--- config.mk ---
export PLATFORM = sky130hd
export DESIGN_NAME = des_round_cell
export DESIGN_NICKNAME = d
export VERILOG_FILES = /design/src/hdl/des_pkg.sv /design/src/hdl/des_round_cell.sv
export SDC_FILE = /design/constraint.sdc
export NUM_CORES = 1
export LEC_CHECK = 0
export BUFFER_PORTS_ARGS = -buffer_cell sky130_fd_sc_hd__clkbuf_2
export CORE_MARGIN = 1
export CORE_UTILIZATION = 56
export DETAILED_ROUTE_END_ITERATION = 10
export PLACE_DENSITY = 0.91
export SLEW_MARGIN = 40
export SYNTH_ARGS = -nofsm -noshare
export SYNTH_HDL_FRONTEND = slang
export SYNTH_SLANG_ARGS = --single-unit
--- constraint.sdc ---
create_clock -name clk -period 0.9 [get_ports clk]
set_clock_uncertainty 0.1 [all_clocks]
set_input_delay 0.09 -clock clk [delete_from_list [all_inputs] [get_ports clk]]
set_output_delay 0.09 -clock clk [all_outputs]
set_load 0.01 [all_outputs]
--- src/hdl/des_pkg.sv ---
// Shared types, permutation tables, S-boxes and round functions of the DES core.
package des_pkg;

    localparam int ROUNDS = 16;

    typedef enum logic [0:0] {
        CFG_CIPHER_KEY   = 1'b0,
        CFG_DECRYPT_MODE = 1'b1
    } cfg_index_t;

    typedef struct packed {
        logic [31:0] l;
        logic [31:0] r;
    } halves_t;

    // Rotation of each key half after round i, cumulative over the schedule.
    localparam logic [4:0] ROT_TOTAL [ROUNDS] = '{
        5'd1, 5'd2, 5'd4, 5'd6, 5'd8, 5'd10, 5'd12, 5'd14,
        5'd15, 5'd17, 5'd19, 5'd21, 5'd23, 5'd25, 5'd27, 5'd28
    };

    localparam logic [5:0] PC2_TAB [48] = '{
        6'd14, 6'd17, 6'd11, 6'd24, 6'd1,  6'd5,  6'd3,  6'd28,
        6'd15, 6'd6,  6'd21, 6'd10, 6'd23, 6'd19, 6'd12, 6'd4,
        6'd26, 6'd8,  6'd16, 6'd7,  6'd27, 6'd20, 6'd13, 6'd2,
        6'd41, 6'd52, 6'd31, 6'd37, 6'd47, 6'd55, 6'd30, 6'd40,
        6'd51, 6'd45, 6'd33, 6'd48, 6'd44, 6'd49, 6'd39, 6'd56,
        6'd34, 6'd53, 6'd46, 6'd42, 6'd50, 6'd36, 6'd29, 6'd32
    };

    localparam logic [5:0] E_TAB [48] = '{
        6'd32, 6'd1,  6'd2,  6'd3,  6'd4,  6'd5,  6'd4,  6'd5,
        6'd6,  6'd7,  6'd8,  6'd9,  6'd8,  6'd9,  6'd10, 6'd11,
        6'd12, 6'd13, 6'd12, 6'd13, 6'd14, 6'd15, 6'd16, 6'd17,
        6'd16, 6'd17, 6'd18, 6'd19, 6'd20, 6'd21, 6'd20, 6'd21,
        6'd22, 6'd23, 6'd24, 6'd25, 6'd24, 6'd25, 6'd26, 6'd27,
        6'd28, 6'd29, 6'd28, 6'd29, 6'd30, 6'd31, 6'd32, 6'd1
    };

    localparam logic [5:0] P_TAB [32] = '{
        6'd16, 6'd7,  6'd20, 6'd21, 6'd29, 6'd12, 6'd28, 6'd17,
        6'd1,  6'd15, 6'd23, 6'd26, 6'd5,  6'd18, 6'd31, 6'd10,
        6'd2,  6'd8,  6'd24, 6'd14, 6'd32, 6'd27, 6'd3,  6'd9,
        6'd19, 6'd13, 6'd30, 6'd6,  6'd22, 6'd11, 6'd4,  6'd25
    };

    localparam logic [3:0] SBOX [8][64] = '{
        '{4'd14, 4'd4, 4'd13, 4'd1, 4'd2, 4'd15, 4'd11, 4'd8,
          4'd3, 4'd10, 4'd6, 4'd12, 4'd5, 4'd9, 4'd0, 4'd7,
          4'd0, 4'd15, 4'd7, 4'd4, 4'd14, 4'd2, 4'd13, 4'd1,
          4'd10, 4'd6, 4'd12, 4'd11, 4'd9, 4'd5, 4'd3, 4'd8,
          4'd4, 4'd1, 4'd14, 4'd8, 4'd13, 4'd6, 4'd2, 4'd11,
          4'd15, 4'd12, 4'd9, 4'd7, 4'd3, 4'd10, 4'd5, 4'd0,
          4'd15, 4'd12, 4'd8, 4'd2, 4'd4, 4'd9, 4'd1, 4'd7,
          4'd5, 4'd11, 4'd3, 4'd14, 4'd10, 4'd0, 4'd6, 4'd13},
        '{4'd15, 4'd1, 4'd8, 4'd14, 4'd6, 4'd11, 4'd3, 4'd4,
          4'd9, 4'd7, 4'd2, 4'd13, 4'd12, 4'd0, 4'd5, 4'd10,
          4'd3, 4'd13, 4'd4, 4'd7, 4'd15, 4'd2, 4'd8, 4'd14,
          4'd12, 4'd0, 4'd1, 4'd10, 4'd6, 4'd9, 4'd11, 4'd5,
          4'd0, 4'd14, 4'd7, 4'd11, 4'd10, 4'd4, 4'd13, 4'd1,
          4'd5, 4'd8, 4'd12, 4'd6, 4'd9, 4'd3, 4'd2, 4'd15,
          4'd13, 4'd8, 4'd10, 4'd1, 4'd3, 4'd15, 4'd4, 4'd2,
          4'd11, 4'd6, 4'd7, 4'd12, 4'd0, 4'd5, 4'd14, 4'd9},
        '{4'd10, 4'd0, 4'd9, 4'd14, 4'd6, 4'd3, 4'd15, 4'd5,
          4'd1, 4'd13, 4'd12, 4'd7, 4'd11, 4'd4, 4'd2, 4'd8,
          4'd13, 4'd7, 4'd0, 4'd9, 4'd3, 4'd4, 4'd6, 4'd10,
          4'd2, 4'd8, 4'd5, 4'd14, 4'd12, 4'd11, 4'd15, 4'd1,
          4'd13, 4'd6, 4'd4, 4'd9, 4'd8, 4'd15, 4'd3, 4'd0,
          4'd11, 4'd1, 4'd2, 4'd12, 4'd5, 4'd10, 4'd14, 4'd7,
          4'd1, 4'd10, 4'd13, 4'd0, 4'd6, 4'd9, 4'd8, 4'd7,
          4'd4, 4'd15, 4'd14, 4'd3, 4'd11, 4'd5, 4'd2, 4'd12},
        '{4'd7, 4'd13, 4'd14, 4'd3, 4'd0, 4'd6, 4'd9, 4'd10,
          4'd1, 4'd2, 4'd8, 4'd5, 4'd11, 4'd12, 4'd4, 4'd15,
          4'd13, 4'd8, 4'd11, 4'd5, 4'd6, 4'd15, 4'd0, 4'd3,
          4'd4, 4'd7, 4'd2, 4'd12, 4'd1, 4'd10, 4'd14, 4'd9,
          4'd10, 4'd6, 4'd9, 4'd0, 4'd12, 4'd11, 4'd7, 4'd13,
          4'd15, 4'd1, 4'd3, 4'd14, 4'd5, 4'd2, 4'd8, 4'd4,
          4'd3, 4'd15, 4'd0, 4'd6, 4'd10, 4'd1, 4'd13, 4'd8,
          4'd9, 4'd4, 4'd5, 4'd11, 4'd12, 4'd7, 4'd2, 4'd14},
        '{4'd2, 4'd12, 4'd4, 4'd1, 4'd7, 4'd10, 4'd11, 4'd6,
          4'd8, 4'd5, 4'd3, 4'd15, 4'd13, 4'd0, 4'd14, 4'd9,
          4'd14, 4'd11, 4'd2, 4'd12, 4'd4, 4'd7, 4'd13, 4'd1,
          4'd5, 4'd0, 4'd15, 4'd10, 4'd3, 4'd9, 4'd8, 4'd6,
          4'd4, 4'd2, 4'd1, 4'd11, 4'd10, 4'd13, 4'd7, 4'd8,
          4'd15, 4'd9, 4'd12, 4'd5, 4'd6, 4'd3, 4'd0, 4'd14,
          4'd11, 4'd8, 4'd12, 4'd7, 4'd1, 4'd14, 4'd2, 4'd13,
          4'd6, 4'd15, 4'd0, 4'd9, 4'd10, 4'd4, 4'd5, 4'd3},
        '{4'd12, 4'd1, 4'd10, 4'd15, 4'd9, 4'd2, 4'd6, 4'd8,
          4'd0, 4'd13, 4'd3, 4'd4, 4'd14, 4'd7, 4'd5, 4'd11,
          4'd10, 4'd15, 4'd4, 4'd2, 4'd7, 4'd12, 4'd9, 4'd5,
          4'd6, 4'd1, 4'd13, 4'd14, 4'd0, 4'd11, 4'd3, 4'd8,
          4'd9, 4'd14, 4'd15, 4'd5, 4'd2, 4'd8, 4'd12, 4'd3,
          4'd7, 4'd0, 4'd4, 4'd10, 4'd1, 4'd13, 4'd11, 4'd6,
          4'd4, 4'd3, 4'd2, 4'd12, 4'd9, 4'd5, 4'd15, 4'd10,
          4'd11, 4'd14, 4'd1, 4'd7, 4'd6, 4'd0, 4'd8, 4'd13},
        '{4'd4, 4'd11, 4'd2, 4'd14, 4'd15, 4'd0, 4'd8, 4'd13,
          4'd3, 4'd12, 4'd9, 4'd7, 4'd5, 4'd10, 4'd6, 4'd1,
          4'd13, 4'd0, 4'd11, 4'd7, 4'd4, 4'd9, 4'd1, 4'd10,
          4'd14, 4'd3, 4'd5, 4'd12, 4'd2, 4'd15, 4'd8, 4'd6,
          4'd1, 4'd4, 4'd11, 4'd13, 4'd12, 4'd3, 4'd7, 4'd14,
          4'd10, 4'd15, 4'd6, 4'd8, 4'd0, 4'd5, 4'd9, 4'd2,
          4'd6, 4'd11, 4'd13, 4'd8, 4'd1, 4'd4, 4'd10, 4'd7,
          4'd9, 4'd5, 4'd0, 4'd15, 4'd14, 4'd2, 4'd3, 4'd12},
        '{4'd13, 4'd2, 4'd8, 4'd4, 4'd6, 4'd15, 4'd11, 4'd1,
          4'd10, 4'd9, 4'd3, 4'd14, 4'd5, 4'd0, 4'd12, 4'd7,
          4'd1, 4'd15, 4'd13, 4'd8, 4'd10, 4'd3, 4'd7, 4'd4,
          4'd12, 4'd5, 4'd6, 4'd11, 4'd0, 4'd14, 4'd9, 4'd2,
          4'd7, 4'd11, 4'd4, 4'd1, 4'd9, 4'd12, 4'd14, 4'd2,
          4'd0, 4'd6, 4'd10, 4'd13, 4'd15, 4'd3, 4'd5, 4'd8,
          4'd2, 4'd1, 4'd14, 4'd7, 4'd4, 4'd10, 4'd8, 4'd13,
          4'd15, 4'd12, 4'd9, 4'd0, 4'd3, 4'd5, 4'd6, 4'd11}
    };

    function automatic logic [27:0] rotl28(input logic [27:0] h, input logic [4:0] s);
        logic [4:0] back;
        back = 5'd28 - s;
        return (h << s) | (h >> back);
    endfunction

    // Subkey of schedule position idx, taken from the post-PC-1 key.
    function automatic logic [47:0] subkey(input logic [55:0] key, input int idx);
        logic [55:0] cd;
        logic [47:0] k;
        logic [5:0]  pos;
        cd = {rotl28(key[55:28], ROT_TOTAL[idx]), rotl28(key[27:0], ROT_TOTAL[idx])};
        for (int i = 0; i < 48; i++)
        begin
            pos = 6'd56 - PC2_TAB[i];
            k[47 - i] = cd[pos];
        end
        return k;
    endfunction

    function automatic logic [31:0] feistel(input logic [31:0] r, input logic [47:0] sub);
        logic [47:0] x;
        logic [31:0] s_out;
        logic [31:0] p_out;
        logic [5:0]  b;
        logic [5:0]  pos;
        for (int i = 0; i < 48; i++)
        begin
            pos = 6'd32 - E_TAB[i];
            x[47 - i] = r[pos[4:0]];
        end
        x = x ^ sub;
        for (int s = 0; s < 8; s++)
        begin
            b = x[47 - 6 * s -: 6];
            s_out[31 - 4 * s -: 4] = SBOX[s][{b[5], b[0], b[4:1]}];
        end
        for (int i = 0; i < 32; i++)
        begin
            pos = 6'd32 - P_TAB[i];
            p_out[31 - i] = s_out[pos[4:0]];
        end
        return p_out;
    endfunction

endpackage

--- src/hdl/des_round_cell.sv ---
// One Feistel round stage of the pipeline, holding its block halves and valid flag.
module des_round_cell (
    input  logic             clk,
    input  logic             rst_n,
    input  logic             advance,
    input  logic             valid_in,
    input  des_pkg::halves_t data_in,
    input  logic [47:0]      subkey,
    output logic             valid,
    output des_pkg::halves_t data
);

    logic             valid_reg;
    des_pkg::halves_t data_reg;
    des_pkg::halves_t data_next;

    always_comb
    begin
        data_next.l = data_in.r;
        data_next.r = data_in.l ^ des_pkg::feistel(data_in.r, subkey);
    end

    always_ff @(posedge clk or negedge rst_n)
    begin
        if (!rst_n)
        begin
            valid_reg <= 1'b0;
        end
        else if (advance)
        begin
            valid_reg <= valid_in;
        end
    end

    always_ff @(posedge clk)
    begin
        if (advance && valid_in)
        begin
            data_reg <= data_next;
        end
    end

    assign valid = valid_reg;
    assign data  = data_reg;

endmodule

==> results.yml, run 1 <==
outcome:
  status: "did not finish"
  tool.error: "[ERROR DPL-0033] detailed placement checks failed during check placement."
  haltStage: "clock tree synthesis (4_1_cts)"
logic_synthesis:
  syn_area_um2: 7560
  synthDistinctLibCells: 67
  syn_avg_cell_area_um2: 9.54
  synth_fp_nets: 970
  ys_seq_area_frac: 0.258
  async_flop_share: 0.0154
  synth_top_flop_cell: "edfxtp_1"
  netlist_instances: 792
  synth_warnings: 0
  synth-edff-count: 64
  ys_ff_latch: 65
floorplanning:
  start_util: 0.573
  fp.dieW_um: 118
  rows: 42
  die_h_um: 118
  ios: 181
cts:
  ctsLongestPathBuffers: 2
  numCtsBuffers: 9
  cts_root_buf: "clkbuf_16"
  postCtsHoldBufs: 58
  ctsHtreeMaxLevel: 3
  post-cts-setup-buffers: 34
  cts.sinks: 65
  cts_resized: 207
placement:
  dp_cells: 1344
  hpwl_um: 19200
  port_buffers: 180
  place.gp.congestion: 0.997
## per-stage QoR
| step | worst slack (ns) | cell area, µm² |
|---|---|---|
| after floorplan | -1.11 | 8240 |
| after global placement | -1.25 | 11000 |
| after detailed placement | -1.48 | 11000 |
## synth_stat cells, types with 3 or more instances
cell	n	area share
a2111oi_0	8	0.0093
a211o_1	4	0.0046
a211oi_1	21	0.021
a21boi_0	3	0.0030
a21o_1	3	0.0030
a21oi_1	28	0.019
a221oi_1	3	0.0035
a311oi_1	4	0.0046
a31oi_1	21	0.017
and2_1	5	0.0041
and3_1	3	0.0025
buf_2	14	0.0093
buf_4	3	0.0030
clkbuf_1	22	0.011
edfxtp_1	64	0.25
ha_1	62	0.10
inv_1	32	0.016
inv_2	4	0.0020
mux2i_1	23	0.030
mux4_2	27	0.080
nand2_1	66	0.033
nand3_1	21	0.014
nor2_1	58	0.029
nor3_1	25	0.017
o2111ai_1	10	0.012
o211ai_1	26	0.026
o21ai_0	33	0.022
o21ai_1	14	0.0093
o221ai_1	3	0.0035
o311ai_1	4	0.0046
o31ai_1	5	0.0050
o32ai_1	3	0.0035
or3_1	8	0.0066
xnor2_1	58	0.067
xnor2_2	7	0.015
xor2_1	47	0.054
xor2_2	10	0.022
## cells by family after synthesis
| logic type | share of synthesized area |
|---|---|
| simple gates | 0.112 |
| xor+xnor | 0.166 |
| fa+ha+maj | 0.103 |
| compound gates | 0.195 |
| buf+inv | 0.0478 |
| flops | 0.258 |
| mux | 0.119 |
==> inputs of run 2 (changes only) <==
--- a/config.mk
+++ b/config.mk
@@ -7,9 +7,9 @@
 export LEC_CHECK = 0
 export BUFFER_PORTS_ARGS = -buffer_cell sky130_fd_sc_hd__clkbuf_2
 export CORE_MARGIN = 1
-export CORE_UTILIZATION = 56
+export CORE_UTILIZATION = 40
 export DETAILED_ROUTE_END_ITERATION = 10
-export PLACE_DENSITY = 0.91
+export PLACE_DENSITY_LB_ADDON = 0.15
 export SLEW_MARGIN = 40
 export SYNTH_ARGS = -nofsm -noshare
 export SYNTH_HDL_FRONTEND = slang
==> results.yml, run 2 <==
outcome:
  status: "complete, but fails checks"
  violations: "negative hold slack, negative setup slack"
drt:
  wl_um: 26000
  drc: 0
  antenna_left: 0
  wl_per_cell_um: 17.0
  vias: 8293
  first_pass_iters: 5
  vias_per_cell: 5.42
  drt_iter0_markers: 397
layout:
  diodes: 0
  layout_commonest_cell: "buf_4"
  drive_gt1_frac: 0.565
  final_cell_mix: "239 x buf_4, 146 x clkbuf_2, 64 x edfxtp_1"
  area_growth_pct: 81.0
  nets: 1473
  final_cells: 1529
  largest_reg_flops: 64
floorplanning:
  start_util: 0.415
  fp.dieW_um: 139
  core_um2: 18200
  ios: 181
  die_area_um2: 19400
  rows: 49
  die_h_um: 139
grt:
  gr-usage-all-layers: 0.256
  antenna_found_initial: 0
  grt_pass1_wl_um: 40000
  grt_max_degree: 33
  grt-ovfl-total: 0
  grt_pass1_vias: 8334
sta:
  fmax_mhz: 547
  rsz0062_at_grt: "yes"
  period_minus_slack_ns: 1.83
  hold_slack_ns: -0.0121
  setup_ws_ns: -0.927
  worst_pin_slew_ns: 0.533
  layout_worst_path_cycle_share: 2.03
  drv_slew: 0
  finalHoldViolCount: 1
  slew_headroom: 0.643
  setup_viol: 98
cts:
  clk_pin_slew_ns: 0.06
  cts.sinks: 65
  cts_root_buf: "clkbuf_16"
  tritoncts: "done"
  ctsLongestPathBuffers: 2
  clkLatencyLatePin_ns: 0.34
  numCtsBuffers: 9
  ctsHtreeMaxLevel: 3
placement:
  port_buffers: 180
  place.gp.congestion: 0.881
  dp_cells: 1403
  hpwl_um: 16900
logic_synthesis:
  netlist_instances: 792
  synth.area.mux_share: 0.119
  synthAdderAreaFrac: 0.103
  synth_top_family_by_area: "compound AO/OA/AOI/OAI gates"
  ys_ff_latch: 65
  synth_fp_nets: 970
  synth_compound_area_frac: 0.195
  synthSimpleGateAreaFrac: 0.112
  syn_area_um2: 7560
  ys_seq_area_frac: 0.258
  synth-edff-count: 64
  synth.area.top_cells: "edfxtp_1 25%, ha_1 10%, mux4_2 8.0%"
  synth-xor-area-share: 0.166
  synthTopCellsByCount: "66 x nand2_1, 64 x edfxtp_1, 62 x ha_1"
  yosys.area.top_type: "edfxtp_1"
  yosysTopAreaCellShare: 0.254
  async_flop_share: 0.0154
  synthDistinctLibCells: 67
  synth_top_flop_cell: "edfxtp_1"
  synth_warnings: 0
  syn_avg_cell_area_um2: 9.54
  synth_most_common_cell: "nand2_1"
setup_path:
  slowest_stage: "mux4_2"
  crit_arrival_ns: 1.84
  cp_max_fo: 6
  worstSetupStartpointType: "input pin"
  cp-end-kind: "flip-flop"
  crit_chain: "buf_8 > xor2_4 > ha_4 > mux4_2 > mux4_2 > xnor2_2"
  cp_slowest_stage_delay_ns: 0.49
  criticalPathCategory: "input pin to flip-flop"
  worst-endpoint-required_ns: 0.91
  cp_common_cell: "mux4_2"
power_and_ir_drop:
  totalPowerFinal_mw: 18.0
  p_leak_nw: 5.67
  power-per-cell-area_nw_per_um2: 1320
  ir_drop_v: 0.000971
run:
  cap_violations: 0
hold_path:
  min_path_type: "input pin to flip-flop"
## run 2: cell counts after synthesis
No cell type changed its count.
## run 2: what timing repair did
item,CTS,global route
buffers inserted,43,17
endpoints found under the setup margin,97,102
pin swaps,90,99
endpoints found under the hold margin,56,5
gates resized for setup,182,149
hold buffers,54,4
## run 2: kinds of logic (layout without fill, tap and decap cells)
family                   count (synthesis)  count (layout)
AO/OA/AOI/OAI                          214             214
adder cells (fa/ha/maj)                 62              62
multiplexers                            53              53
XOR/XNOR                               124             124
flip-flops                              65              65
AND/OR/NAND/NOR                        194             194
buffers and inverters                   80             588
## run 2: area by class of cell
type	instances	area [µm²]
Timing Repair Buffer	535	4320
Tap cell	229	287
Sequential cell	65	1950
Clock buffer	10	229
Fill cell	1241	4530
Inverter	37	191
Clock inverter	6	35.0
Multi-Input combinational cell	647	6670
## run 2: through the flow
stage	area, µm²	TNS, ns	utilization	worst slack, ns
after CTS	13100	-34.25	0.717	-0.875
after global routing	13700	-37.97	0.751	-0.956
after global placement	11000	-43.57	0.607	-1.29
after floorplan	8240	-44.10	-	-1.11
after detailed placement	11000	-44.76	0.607	-1.33
final	13700	-34.22	0.751	-0.927
## run 2: final timing paths
| kind | from | to | slack [ns] | cells after the start |
|---|---|---|---|---|
| hold reg to reg | valid | valid | 0.43 | 1 |
| max in group asynchronous | rst_n | valid | 0.09 | 3 |
| setup / recovery | data_in[8] | data[3] | -0.93 | 6 |
| setup reg to reg | valid | valid | 0.04 | 1 |
| hold / removal | data_in[56] | data[24] | -0.01 | 2 |
| min in group asynchronous | rst_n | valid | 0.50 | 3 |
## run 2: routing by layer
| layer | share of wire | track usage | wire length [µm] | vias up |
|---|---|---|---|---|
| met2 | 0.54 | 0.478 | 13900 | 272 |
| met4 | 0.018 | 0.0883 | 470 | 0 |
| met3 | 0.048 | 0.0372 | 1250 | 37 |
| li1 | - | - | - | 3982 |
| met5 | 0 | 0 | 0 | - |
| met1 | 0.40 | 0.296 | 10300 | 4002 |
## run 2: worst max-delay path, delay by kind of cell
family / cells / cell delay [ns]
buf+inv: 1 / 0.11
xor+xnor: 2 / 0.44
mux: 2 / 0.94
fa+ha+maj: 1 / 0.26
## run 2: power by group
group	internal (mW)	switching [mW]
registers	3.79	0.0960
logic	5.65	5.15
clock network	1.85	1.48
total	11.3	6.72
No activity file was read; power rests on OpenSTA's default activity.
